`src/design/osdp_pkg.sv`:
```
// ----------------------------------------------------------------------------
// osdp_pkg
// types, constants and the crc step shared by the frame receiver modules
// ----------------------------------------------------------------------------
package osdp_pkg;

    localparam logic [10:0] MAX_FRAME       = 11'd1024;
    localparam logic [10:0] MIN_FRAME       = 11'd7;
    localparam logic [15:0] CRC_INIT        = 16'h1D0F;
    localparam logic [15:0] CRC_POLY        = 16'h1021;
    localparam logic [7:0]  START_MARK      = 8'h53;
    localparam logic [10:0] MAX_FRAME_RESET = 11'd1024;
    localparam logic [19:0] TIMEOUT_RESET   = 20'd5000;

    localparam logic [1:0] CFG_MAX_FRAME_LENGTH = 2'd0;
    localparam logic [1:0] CFG_IDLE_TIMEOUT_US  = 2'd1;

    localparam logic REQ_BYTE = 1'b0;
    localparam logic REQ_TICK = 1'b1;

    typedef enum logic [1:0] {
        KIND_SUMMARY   = 2'd0,
        KIND_MALFORMED = 2'd1,
        KIND_TIMEOUT   = 2'd2
    } t_result_kind;

    typedef struct packed {
        t_result_kind kind;
        logic [6:0]   address;
        logic [7:0]   control;
        logic [7:0]   command;
        logic         sec_present;
        logic         check_ok;
        logic [9:0]   body_length;
        logic [10:0]  frame_length;
    } t_result;

    function automatic logic [15:0] crc_feed(input logic [15:0] crc_in,
                                             input logic [7:0] data);
        logic [15:0] crc;
        crc = crc_in ^ {data, 8'h00};
        for (int i = 0; i < 8; i++) begin
            crc = crc[15] ? ({crc[14:0], 1'b0} ^ CRC_POLY) : {crc[14:0], 1'b0};
        end
        return crc;
    endfunction

endpackage

```
`src/design/osdp_rx_core.sv`:
```
// ----------------------------------------------------------------------------
// osdp_rx_core
// frame state and combinational byte/tick processing
// ----------------------------------------------------------------------------
module osdp_rx_core
    import osdp_pkg::*;
(
    input  logic        i_clk,
    input  logic        i_rst_n,
    input  logic        i_accept,
    input  logic        i_req_type,
    input  logic [7:0]  i_data_byte,
    input  logic [31:0] i_time_us,
    input  logic [10:0] i_max_frame_length,
    input  logic [19:0] i_idle_timeout_us,
    output logic        o_result_valid,
    output t_result     o_result
);

    logic [10:0] r_byte_count,  n_byte_count;
    logic [10:0] r_expected,    n_expected;
    logic [31:0] r_last_time,   n_last_time;
    logic [15:0] r_crc,         n_crc;
    logic [7:0]  r_sum,         n_sum;
    logic [6:0]  r_hdr_address, n_hdr_address;
    logic [7:0]  r_hdr_control, n_hdr_control;
    logic [7:0]  r_hdr_command, n_hdr_command;
    logic [7:0]  r_lag_a,       n_lag_a;
    logic [7:0]  r_lag_b,       n_lag_b;

    logic [10:0] limit;
    logic [31:0] elapsed;
    logic [15:0] full_length;
    logic [10:0] count_inc;
    logic        use_crc;
    logic        clear;

    always_comb begin
        limit       = (i_max_frame_length < MAX_FRAME) ? i_max_frame_length : MAX_FRAME;
        elapsed     = i_time_us - r_last_time;
        full_length = {i_data_byte, r_expected[7:0]};
        count_inc   = r_byte_count + 11'd1;
        use_crc     = r_hdr_control[2];
        clear       = 1'b0;

        n_byte_count  = r_byte_count;
        n_expected    = r_expected;
        n_last_time   = r_last_time;
        n_crc         = r_crc;
        n_sum         = r_sum;
        n_hdr_address = r_hdr_address;
        n_hdr_control = r_hdr_control;
        n_hdr_command = r_hdr_command;
        n_lag_a       = r_lag_a;
        n_lag_b       = r_lag_b;

        o_result_valid = 1'b0;
        o_result       = '0;

        if (i_req_type == REQ_TICK) begin
            if (r_byte_count != 11'd0 && elapsed > {12'd0, i_idle_timeout_us}) begin
                o_result_valid      = 1'b1;
                o_result.kind       = KIND_TIMEOUT;
                o_result.frame_length = r_byte_count;
                clear               = 1'b1;
            end
        end else begin
            n_last_time = i_time_us;
            if (r_byte_count != 11'd0 || i_data_byte == START_MARK) begin
                if (r_byte_count >= 11'd2) begin
                    n_crc = crc_feed(r_crc, r_lag_a);
                end
                n_lag_a      = r_lag_b;
                n_lag_b      = i_data_byte;
                n_sum        = r_sum + i_data_byte;
                n_byte_count = count_inc;
                case (r_byte_count)
                    11'd1:   n_hdr_address = i_data_byte[6:0];
                    11'd2:   n_expected    = {3'd0, i_data_byte};
                    11'd3:   n_expected    = full_length[10:0];
                    11'd4:   n_hdr_control = i_data_byte;
                    11'd5:   n_hdr_command = i_data_byte;
                    default: ;
                endcase

                if (r_byte_count == 11'd3 &&
                    (full_length < {5'd0, MIN_FRAME} || full_length > {5'd0, limit})) begin
                    clear = 1'b1;
                end else if (count_inc >= 11'd4 && count_inc == n_expected) begin
                    o_result_valid = 1'b1;
                    clear          = 1'b1;
                    o_result.frame_length = count_inc;
                    if (use_crc && count_inc == MIN_FRAME) begin
                        o_result.kind = KIND_MALFORMED;
                    end else begin
                        o_result.kind         = KIND_SUMMARY;
                        o_result.address      = r_hdr_address;
                        o_result.control      = r_hdr_control;
                        o_result.command      = r_hdr_command;
                        o_result.sec_present  = r_hdr_control[3];
                        o_result.check_ok     = use_crc ? (n_crc == {i_data_byte, r_lag_b})
                                                        : (n_sum == 8'd0);
                        o_result.body_length =
                            10'(count_inc - 11'd7 - {10'd0, use_crc});
                    end
                end
            end
        end

        if (clear) begin
            n_byte_count  = '0;
            n_expected    = '0;
            n_crc         = CRC_INIT;
            n_sum         = '0;
            n_hdr_address = '0;
            n_hdr_control = '0;
            n_hdr_command = '0;
            n_lag_a       = '0;
            n_lag_b       = '0;
        end
    end

    always_ff @(posedge i_clk) begin
        if (!i_rst_n) begin
            r_byte_count  <= '0;
            r_expected    <= '0;
            r_last_time   <= '0;
            r_crc         <= CRC_INIT;
            r_sum         <= '0;
            r_hdr_address <= '0;
            r_hdr_control <= '0;
            r_hdr_command <= '0;
            r_lag_a       <= '0;
            r_lag_b       <= '0;
        end else if (i_accept) begin
            r_byte_count  <= n_byte_count;
            r_expected    <= n_expected;
            r_last_time   <= n_last_time;
            r_crc         <= n_crc;
            r_sum         <= n_sum;
            r_hdr_address <= n_hdr_address;
            r_hdr_control <= n_hdr_control;
            r_hdr_command <= n_hdr_command;
            r_lag_a       <= n_lag_a;
            r_lag_b       <= n_lag_b;
        end
    end

endmodule

```
`src/design/osdp_frame_receiver.sv`:
```
// ----------------------------------------------------------------------------
// osdp_frame_receiver
// osdp frame receiver with crc-16 or 8-bit checksum check
// ----------------------------------------------------------------------------
// input channel: one beat is a received byte or a time tick (i_req_type),
// with the byte and the current microsecond time; a beat moves when
// i_in_valid is high and o_in_stall is low.
// output channel: one beat is a frame summary, a malformed-frame fault or an
// idle-timeout fault; it moves when o_out_valid is high and i_out_stall low.
// config channel: i_cfg_index 0 sets the frame length limit, 1 the idle
// timeout; o_cfg_ready is always high. write only while the block is idle.
// every input beat is processed combinationally; a beat that ends the frame
// or trips the timeout has its result registered in the output register
// (skid register if stalled). one beat per cycle while o_in_stall is low.
// when the receiver stalls, one further result is held in a skid register
// and o_in_stall rises until it drains; beats that give no result still
// need a free skid slot to be taken.
// reset (synchronous, active low) empties the output, restores the default
// limit and timeout and returns the receiver to start-mark hunting.
// ----------------------------------------------------------------------------
module osdp_frame_receiver
    import osdp_pkg::*;
(
    input  logic        i_clk,
    input  logic        i_rst_n,
    input  logic        i_in_valid,
    output logic        o_in_stall,
    input  logic        i_req_type,
    input  logic [7:0]  i_data_byte,
    input  logic [31:0] i_time_us,
    output logic        o_out_valid,
    input  logic        i_out_stall,
    output logic [1:0]  o_result_kind,
    output logic [6:0]  o_address,
    output logic [7:0]  o_control,
    output logic [7:0]  o_command,
    output logic        o_sec_present,
    output logic        o_check_ok,
    output logic [9:0]  o_body_length,
    output logic [10:0] o_frame_length,
    input  logic        i_cfg_valid,
    output logic        o_cfg_ready,
    input  logic [1:0]  i_cfg_index,
    input  logic [19:0] i_cfg_data
);

    logic [10:0] r_max_frame_length;
    logic [19:0] r_idle_timeout_us;
    logic        r_out_valid;
    t_result     r_out;
    logic        r_skid_valid;
    t_result     r_skid;

    logic        in_accept;
    logic        out_free;
    logic        core_valid;
    t_result     core_result;

    assign in_accept   = i_in_valid && !r_skid_valid;
    assign out_free    = !r_out_valid || !i_out_stall;
    assign o_in_stall  = r_skid_valid;
    assign o_cfg_ready = 1'b1;

    osdp_rx_core u_core (
        .i_clk              (i_clk),
        .i_rst_n            (i_rst_n),
        .i_accept           (in_accept),
        .i_req_type         (i_req_type),
        .i_data_byte        (i_data_byte),
        .i_time_us          (i_time_us),
        .i_max_frame_length (r_max_frame_length),
        .i_idle_timeout_us  (r_idle_timeout_us),
        .o_result_valid     (core_valid),
        .o_result           (core_result)
    );

    always_ff @(posedge i_clk) begin
        if (!i_rst_n) begin
            r_max_frame_length <= MAX_FRAME_RESET;
            r_idle_timeout_us  <= TIMEOUT_RESET;
        end else if (i_cfg_valid) begin
            unique case (i_cfg_index)
                CFG_MAX_FRAME_LENGTH: r_max_frame_length <= i_cfg_data[10:0];
                CFG_IDLE_TIMEOUT_US:  r_idle_timeout_us  <= i_cfg_data;
                default: ;
            endcase
        end
    end

    // output register plus one skid entry
    always_ff @(posedge i_clk) begin
        if (!i_rst_n) begin
            r_out_valid  <= 1'b0;
            r_skid_valid <= 1'b0;
        end else if (out_free) begin
            if (r_skid_valid) begin
                r_out_valid  <= 1'b1;
                r_skid_valid <= 1'b0;
            end else begin
                r_out_valid <= in_accept && core_valid;
            end
        end else if (in_accept && core_valid) begin
            r_skid_valid <= 1'b1;
        end
    end

    always_ff @(posedge i_clk) begin
        if (out_free) begin
            r_out <= r_skid_valid ? r_skid : core_result;
        end
        if (!out_free && in_accept && core_valid) begin
            r_skid <= core_result;
        end
    end

    assign o_out_valid    = r_out_valid;
    assign o_result_kind  = r_out.kind;
    assign o_address      = r_out.address;
    assign o_control      = r_out.control;
    assign o_command      = r_out.command;
    assign o_sec_present  = r_out.sec_present;
    assign o_check_ok     = r_out.check_ok;
    assign o_body_length  = r_out.body_length;
    assign o_frame_length = r_out.frame_length;

endmodule

```
`config.mk`:
```
export PLATFORM = sky130hd
export DESIGN_NAME = osdp_frame_receiver
export DESIGN_NICKNAME = d
export VERILOG_FILES = /design/src/design/osdp_pkg.sv /design/src/design/osdp_rx_core.sv /design/src/design/osdp_frame_receiver.sv
export SDC_FILE = /design/constraint.sdc
export NUM_CORES = 1
export LEC_CHECK = 0
export ABC_AREA = 1
export ABC_CLOCK_PERIOD_IN_PS = 11500
export BUFFER_PORTS_ARGS = -buffer_cell sky130_fd_sc_hd__buf_2
export CORE_MARGIN = 2
export CORE_UTILIZATION = 27
export DETAILED_ROUTE_END_ITERATION = 8
export HOLD_SLACK_MARGIN = 0.06
export PLACE_DENSITY = 0.41
export SYNTH_ARGS = -nofsm -noshare
export SYNTH_HDL_FRONTEND = slang
export SYNTH_SLANG_ARGS = --single-unit
```
`constraint.sdc`:
```
create_clock -name i_clk -period 11.5 [get_ports i_clk]
set_input_delay 1.725 -clock i_clk [delete_from_list [all_inputs] [get_ports i_clk]]
set_output_delay 1.725 -clock i_clk [all_outputs]
set_load 0.03 [all_outputs]
```
---- Yosys cells after proc, flatten, opt, wreduce, memory -nomap -nowiden ----
Cells that the tools add are included.
storage, ports and cells
  register bits after elaboration ......... 246
  input port bits ......................... 68
  output and inout port bits .............. 51
  word-level logic and storage cells ...... 159
operators by class
  add/sub/neg operators ................... 5
  order comparisons ....................... 6
  equality and inequality tests ........... 11
  muxes and demuxes ....................... 66
  bitwise operators ....................... 11
  reductions and logical operators ........ 30
operators by type and width
  cell                                                  number
  two-way mux 48 bit                                    3
  two-way mux 8 bit                                     17
  two-way mux 11 bit                                    11
  two-way mux 13 bit                                    8
  two-way mux 16 bit                                    6
  two-way mux 35 bit                                    2
  two-way mux 47 bit                                    1
  == test 11 x 3 -> 1 bit, second input constant        3
  greater-than comparator 32 x 20 -> 1 bit              1
  subtractor 32 bit                                     1
  two-way mux 7 bit                                     4
  NOT 3 bit                                             8
  == test 11 x 2 -> 1 bit, second input constant        2
  case mux 11 bit (2 select lines)                      1
  == test 16 bit                                        1
  greater-than comparator 16 x 11 -> 1 bit              1
  < comparator 16 x 3 -> 1 bit, second input constant   1
  XOR 16 bit                                            1
  AND reduction 4 bit                                   3
  adder 11 x 1 -> 11 bit, second input constant         1
  == test 11 x 1 -> 1 bit, second input constant        1
  == test 11 bit                                        1
  >= comparator 11 x 2 -> 1 bit, second input constant  1
  >= comparator 11 x 3 -> 1 bit, second input constant  1
  other kinds (20)                                      49

---- Logic depth before layout (Yosys ltp) ----
  depth in word-level cells ............... 28
  mapped depth ............................ 33
  gate-level depth less buffers ........... 32

---- Modules after synthesis ----
From an unflattened synthesis, not the netlist that was laid out.
unflattened totals
  cell total of the unflattened synthesis .. 2,082
  area total of the unflattened synthesis .. 14,810.5 µm²
modules (own cells, without submodules)
  module               instances  cells each  area an instance (µm²)  seq. area each (µm²)
  osdp_rx_core         1          1,626       9,945.8                 2,342.2
  osdp_frame_receiver  1          456         4,864.7                 3,543.4

---- Least setup slack after synthesis ----
No wires, ideal clock.
  path type ............................... input-to-reg
  from .................................... in i_time_us[0]
  to ...................................... reg r_skid[0] (netlist name), enable pin
  library setup time ...................... 452 ps
  arrival time ............................ 6,189 ps
  required time ........................... 11,048 ps
  setup slack ............................. 4,859 ps
  cell stages on the path ................. 28
  path buffers ............................ 0
  cell sequence ........................... inv_1 ha_1 inv_1 fa_1 nand2_1 nand2_1 nand3b_1 nand2_1 nand2_1 nand2_1 xor2_1 ha_1 nand2_1 nor2_1 nand2_1 nor2_1 nand2_1 nand3_1 nand2_1 a21oi_1 nor2_1 nand2_1 nor2_1 nand2_1 nand3_1 nand2_1 nand2_1 nor2_1
between the ends
  word-level cells in the longest chain between the ends .. 6
RTL lines
  element                                   line                        RTL
  start: declaration                        osdp_frame_receiver.sv:30   input logic [31:0] i_time_us,
  subtractor 32 bit                         osdp_rx_core.sv:40          elapsed = i_time_us - r_last_time;
  greater-than comparator 32 x 20 -> 1 bit  osdp_rx_core.sv:61          if (r_byte_count != 11'd0 && elapsed > {12'd0, i_idle_timeout_us}) begin
  logical AND 1 bit                         osdp_rx_core.sv:61
  two-way mux 1 bit                         osdp_rx_core.sv:61
  two-way mux 1 bit                         osdp_rx_core.sv:60          if (i_req_type == REQ_TICK) begin
  logical AND 1 bit                         osdp_frame_receiver.sv:111  if (!out_free && in_accept && core_valid) begin
  end signal: assignment                    osdp_frame_receiver.sv:112  r_skid <= core_result;
  end: declaration                          osdp_frame_receiver.sv:52   t_result r_skid;
Every way passes these cells.
A chain may end at the register's enable or synchronous reset.

---- Worst setup path in the final report ----
  from .................................... in i_time_us[0]
  to ...................................... reg u_core.r_hdr_command[4]
between the ends
  word-level cells in the longest chain between the ends .. 7
  elaborated cells between the ends (all ways) .. 10
  those cells by class .................... 1 x add/sub; 1 x order compare; 1 x eq/ne; 3 x mux; 4 x reduce/logical
RTL lines
  element                                                                        line                 RTL
  subtractor 32 bit *                                                            osdp_rx_core.sv:40
  greater-than comparator 32 x 20 -> 1 bit *                                     osdp_rx_core.sv:61
  logical AND 1 bit *                                                            osdp_rx_core.sv:61
  two-way mux 1 bit *                                                            osdp_rx_core.sv:61
  two-way mux 1 bit *                                                            osdp_rx_core.sv:60
  != test 2 x 1 -> 1 bit (no line) / nonzero test 2 bit (equally long branches)  -
  AND reduction 4 bit (no line)                                                  -
  end signal: assignment                                                         osdp_rx_core.sv:143  r_hdr_command <= n_hdr_command;
  end: declaration                                                               osdp_rx_core.sv:27   logic [7:0] r_hdr_command, n_hdr_command;
Every way passes the cells marked *; elsewhere a longest branch is shown, timed or not.

==> flow_summary.toml <==
[worst_setup_path]
cp_common_cell = "nand2_1"
r2r_start = "u_core.r_last_time[0]"
worstPathArrival_ps = 6690
critPathMaxFanout = 36
reg2regPathDepth = 29
path_class = "input port to register"
ff2ff_setup_slack_ps = 6340
max_stage_delay_ps = 480
endpoint_kind = "register"
start_kind = "input port"
worstPathRequired_ps = 12040
r2r-end = "u_core.r_hdr_command[4]"
cpMaxStageDelayCell = "buf_4"

[timing]
hold_viol = 0
worstMarginPinSlew_ps = 1040
slew_headroom_pct = 30.9
rsz0062_at_grt = "no"
post-route-period-util_pct = 53.5
finalClockSkew_ps = 10.3
slew_violations = 0
fmax_ghz = 0.163
post-route-min-period_ps = 6150
fin_ws_ps = 5350
tns_ps = 0
setup_viol = 0

[global_routing]
grt_usage_pct = 15.2
grt_pass1_wl_um = 68800
gr-total-overflow = 0
antenna_found_initial = 0
grt_pass1_vias = 12700
grt_max_degree = 97

[die]
die-area_mm2 = 0.0558
io_pins = 119
rows = 85
core-area_mm2 = 0.0536
die_width_um = 236
initial_core_util_pct = 27.1
die_h_um = 236

[finish]
n_fill_cell = 5934
insertedDiodeCount = 0
nets = 2272
drive_gt1_share_pct = 9.55
syn_to_final_growth_pct = 15.5

[pwr]
powerDensity_mw_per_mm2 = 174
seqPwrFrac_pct = 35.3
intPower_uw = 1900
combPwrFrac_pct = 29.1
irDropWorstVdd_v = 0.000101
leakagePower_uw = 0.00803
clkPwrFrac_pct = 35.6
switching_power_uw = 1020
swShare_pct = 34.9

[synthesis]
synth_area_mm2 = 0.0146
syn_nets = 2190
syn_inst = 2041
synth-simple-area-share_pct = 27.9
yosysSeqAreaShare_pct = 40.0
synth_enable_flop_cells = 94
synth_top_cells_by_count = "513 x nand2_1, 338 x nor2_1, 241 x inv_1"
syn_avg_cell_area_um2 = 7.13
synth_largest_area_cell = "dfxtp_1"
synth_area_leaders = "dfxtp_1 21%, edfxtp_1 19%, nand2_1 13%"
synth_top_cell_area_share_pct = 20.6
synth_async_sr_flop_share_pct = 0
synth_top_family_by_area = "simple AND/OR/NAND/NOR gates"
yosysUniqueCellTypes = 47
muxShareOfSynthArea_pct = 0.155
synth_ff_type = "dfxtp_1"
yosysMostFrequentCell = "nand2_1"
synth_compound_area_share_pct = 11.9
synthAdderAreaFrac_pct = 7.07
yosysWarningCount = 0
synth_xor_xnor_area_share_pct = 4.22
ys_seq_elements = 244

[route]
antenna_left = 0
drt-initial-drc-count = 634
vias = 13000
wl_per_cell_um = 15.0
finalWirelength_um = 42700
drc_errors = 0
via_per_inst = 4.57
first_pass_iters = 6

[hold_path]
hp-start = "u_core.r_last_time[19]"
min_to = "u_core.r_last_time[19]"
min_path_type = "register to register"
min_path_cells = 2

[place]
place_ws_ps = 4720
gp_congestion = 0.926
numPortBuffers = 117
dpl.hpwl_um = 31700

[clock_network]
root_buffer = "clkbuf_16"
numCtsBuffers = 30
cts_resized = 0
path_clk_slew_ps = 60
cts_buffer_depth = 3
clk_latency_ps = 600
ctsHoldBuffers = 0
htreeDepth = 1
post-cts-setup-buffers = 0
clkSinkCount = 244
cts_tree = "built"

[status]
status = "finished, final reports clean"

[flow_run]
cap_violations = 0
## kinds of logic (layout without fill, tap and decap cells)
logic type,after synthesis,after routing
AO/OA/AOI/OAI,326,326
flip-flops,244,244
XOR/XNOR,68,68
multiplexers,2,2
buffers and inverters,321,426
AND/OR/NAND/NOR,998,998
adder cells (fa/ha/maj),81,81
other,1,1
## how the worst max path moves through the flow
stage                       startpoint                      end  slack, ps  depth (start not counted)
final                     i_time_us[0]  u_core.r_hdr_command[4]       5350                         31
after global routing      i_time_us[0]  u_core.r_hdr_command[7]       4910                         31
after CTS                 i_time_us[0]  u_core.r_hdr_command[4]       5340                         31
after detailed placement  i_time_us[0]  u_core.r_hdr_command[4]       4720                         31
after global placement    i_time_us[0]  u_core.r_hdr_command[3]       4770                         31
after floorplan           i_time_us[0]                r_skid[0]       4860                         28
## flip-flops by register name (all words and copies together), names as in the netlist, 10 cells and up
| name | cells |
|---|---|
| u_core.r_byte_count | 11 |
| o_frame_length | 11 |
| u_core.r_crc | 16 |
| r_idle_timeout_us | 20 |
| r_max_frame_length | 11 |
| r_skid | 47 |
| u_core.r_expected | 11 |
| o_body_length | 10 |
| u_core.r_last_time | 32 |
## power by group through the flow
| stage | clock network [µW] | registers, µW | logic (µW) |
|---|---|---|---|
| after floorplan | 0 | 1070 | 615 |
| after global placement | 0 | 1050 | 851 |
| after detailed placement | 0 | 1050 | 851 |
| after CTS | 1080 | 1030 | 856 |
| after global routing | 1110 | 1040 | 977 |
| final | 1040 | 1030 | 848 |
## routing by layer
metal	routed length, µm	share of wire (%)	vias up	track usage [%]
met5	0	0	-	0
met4	1100	2.6	0	4.01
met2	19600	46	229	25.7
li1	-	-	6724	-
met1	20500	48	5955	20.5
met3	1460	3.4	66	1.88
## metrics by stage
stage	area, µm²	utilization (%)	hold WS, ps	total power [µW]	instances
CTS	16800	31.4	460	2960	2842
finish	16800	31.4	454	2920	2842
detailed placement	15700	29.4	451	1900	2787
floorplan	14600	-	430	1680	2041
global route	16800	31.4	480	3120	2842
global placement	15700	29.4	444	1900	2787
## area by class of cell
type	instances	area (µm²)	area share (%)
Clock buffer	35	779	4.64
Clock inverter	20	299	1.78
Inverter	248	931	5.54
Multi-Input combinational cell	1476	7470	44.4
Sequential cell	244	5830	34.7
Tap cell	696	871	5.18
Timing Repair Buffer	123	633	3.77
## placed cells by master (no fill, tap or decap), types with 9 or more instances in the layout
cell type  instances
ha_1              79
xnor2_1           18
edfxtp_1          94
nor2_1           337
xor2_1            49
o21bai_1          12
buf_2            116
dfxtp_1          149
o21ai_0          132
nor3_1            13
clkbuf_16         30
nand4_1           22
o211ai_1           9
nand3_1           76
inv_1            241
a21oi_1          154
nand2_1          511
## critical path: cells and delay by family
| kind | cells | cell delay, ps |
|---|---|---|
| buf+inv | 5 | 830 |
| compound gates | 3 | 670 |
| simple gates | 19 | 2610 |
| xor+xnor | 1 | 170 |
| fa+ha+maj | 3 | 670 |
Note: power is estimated with default switching activity, not from simulation.
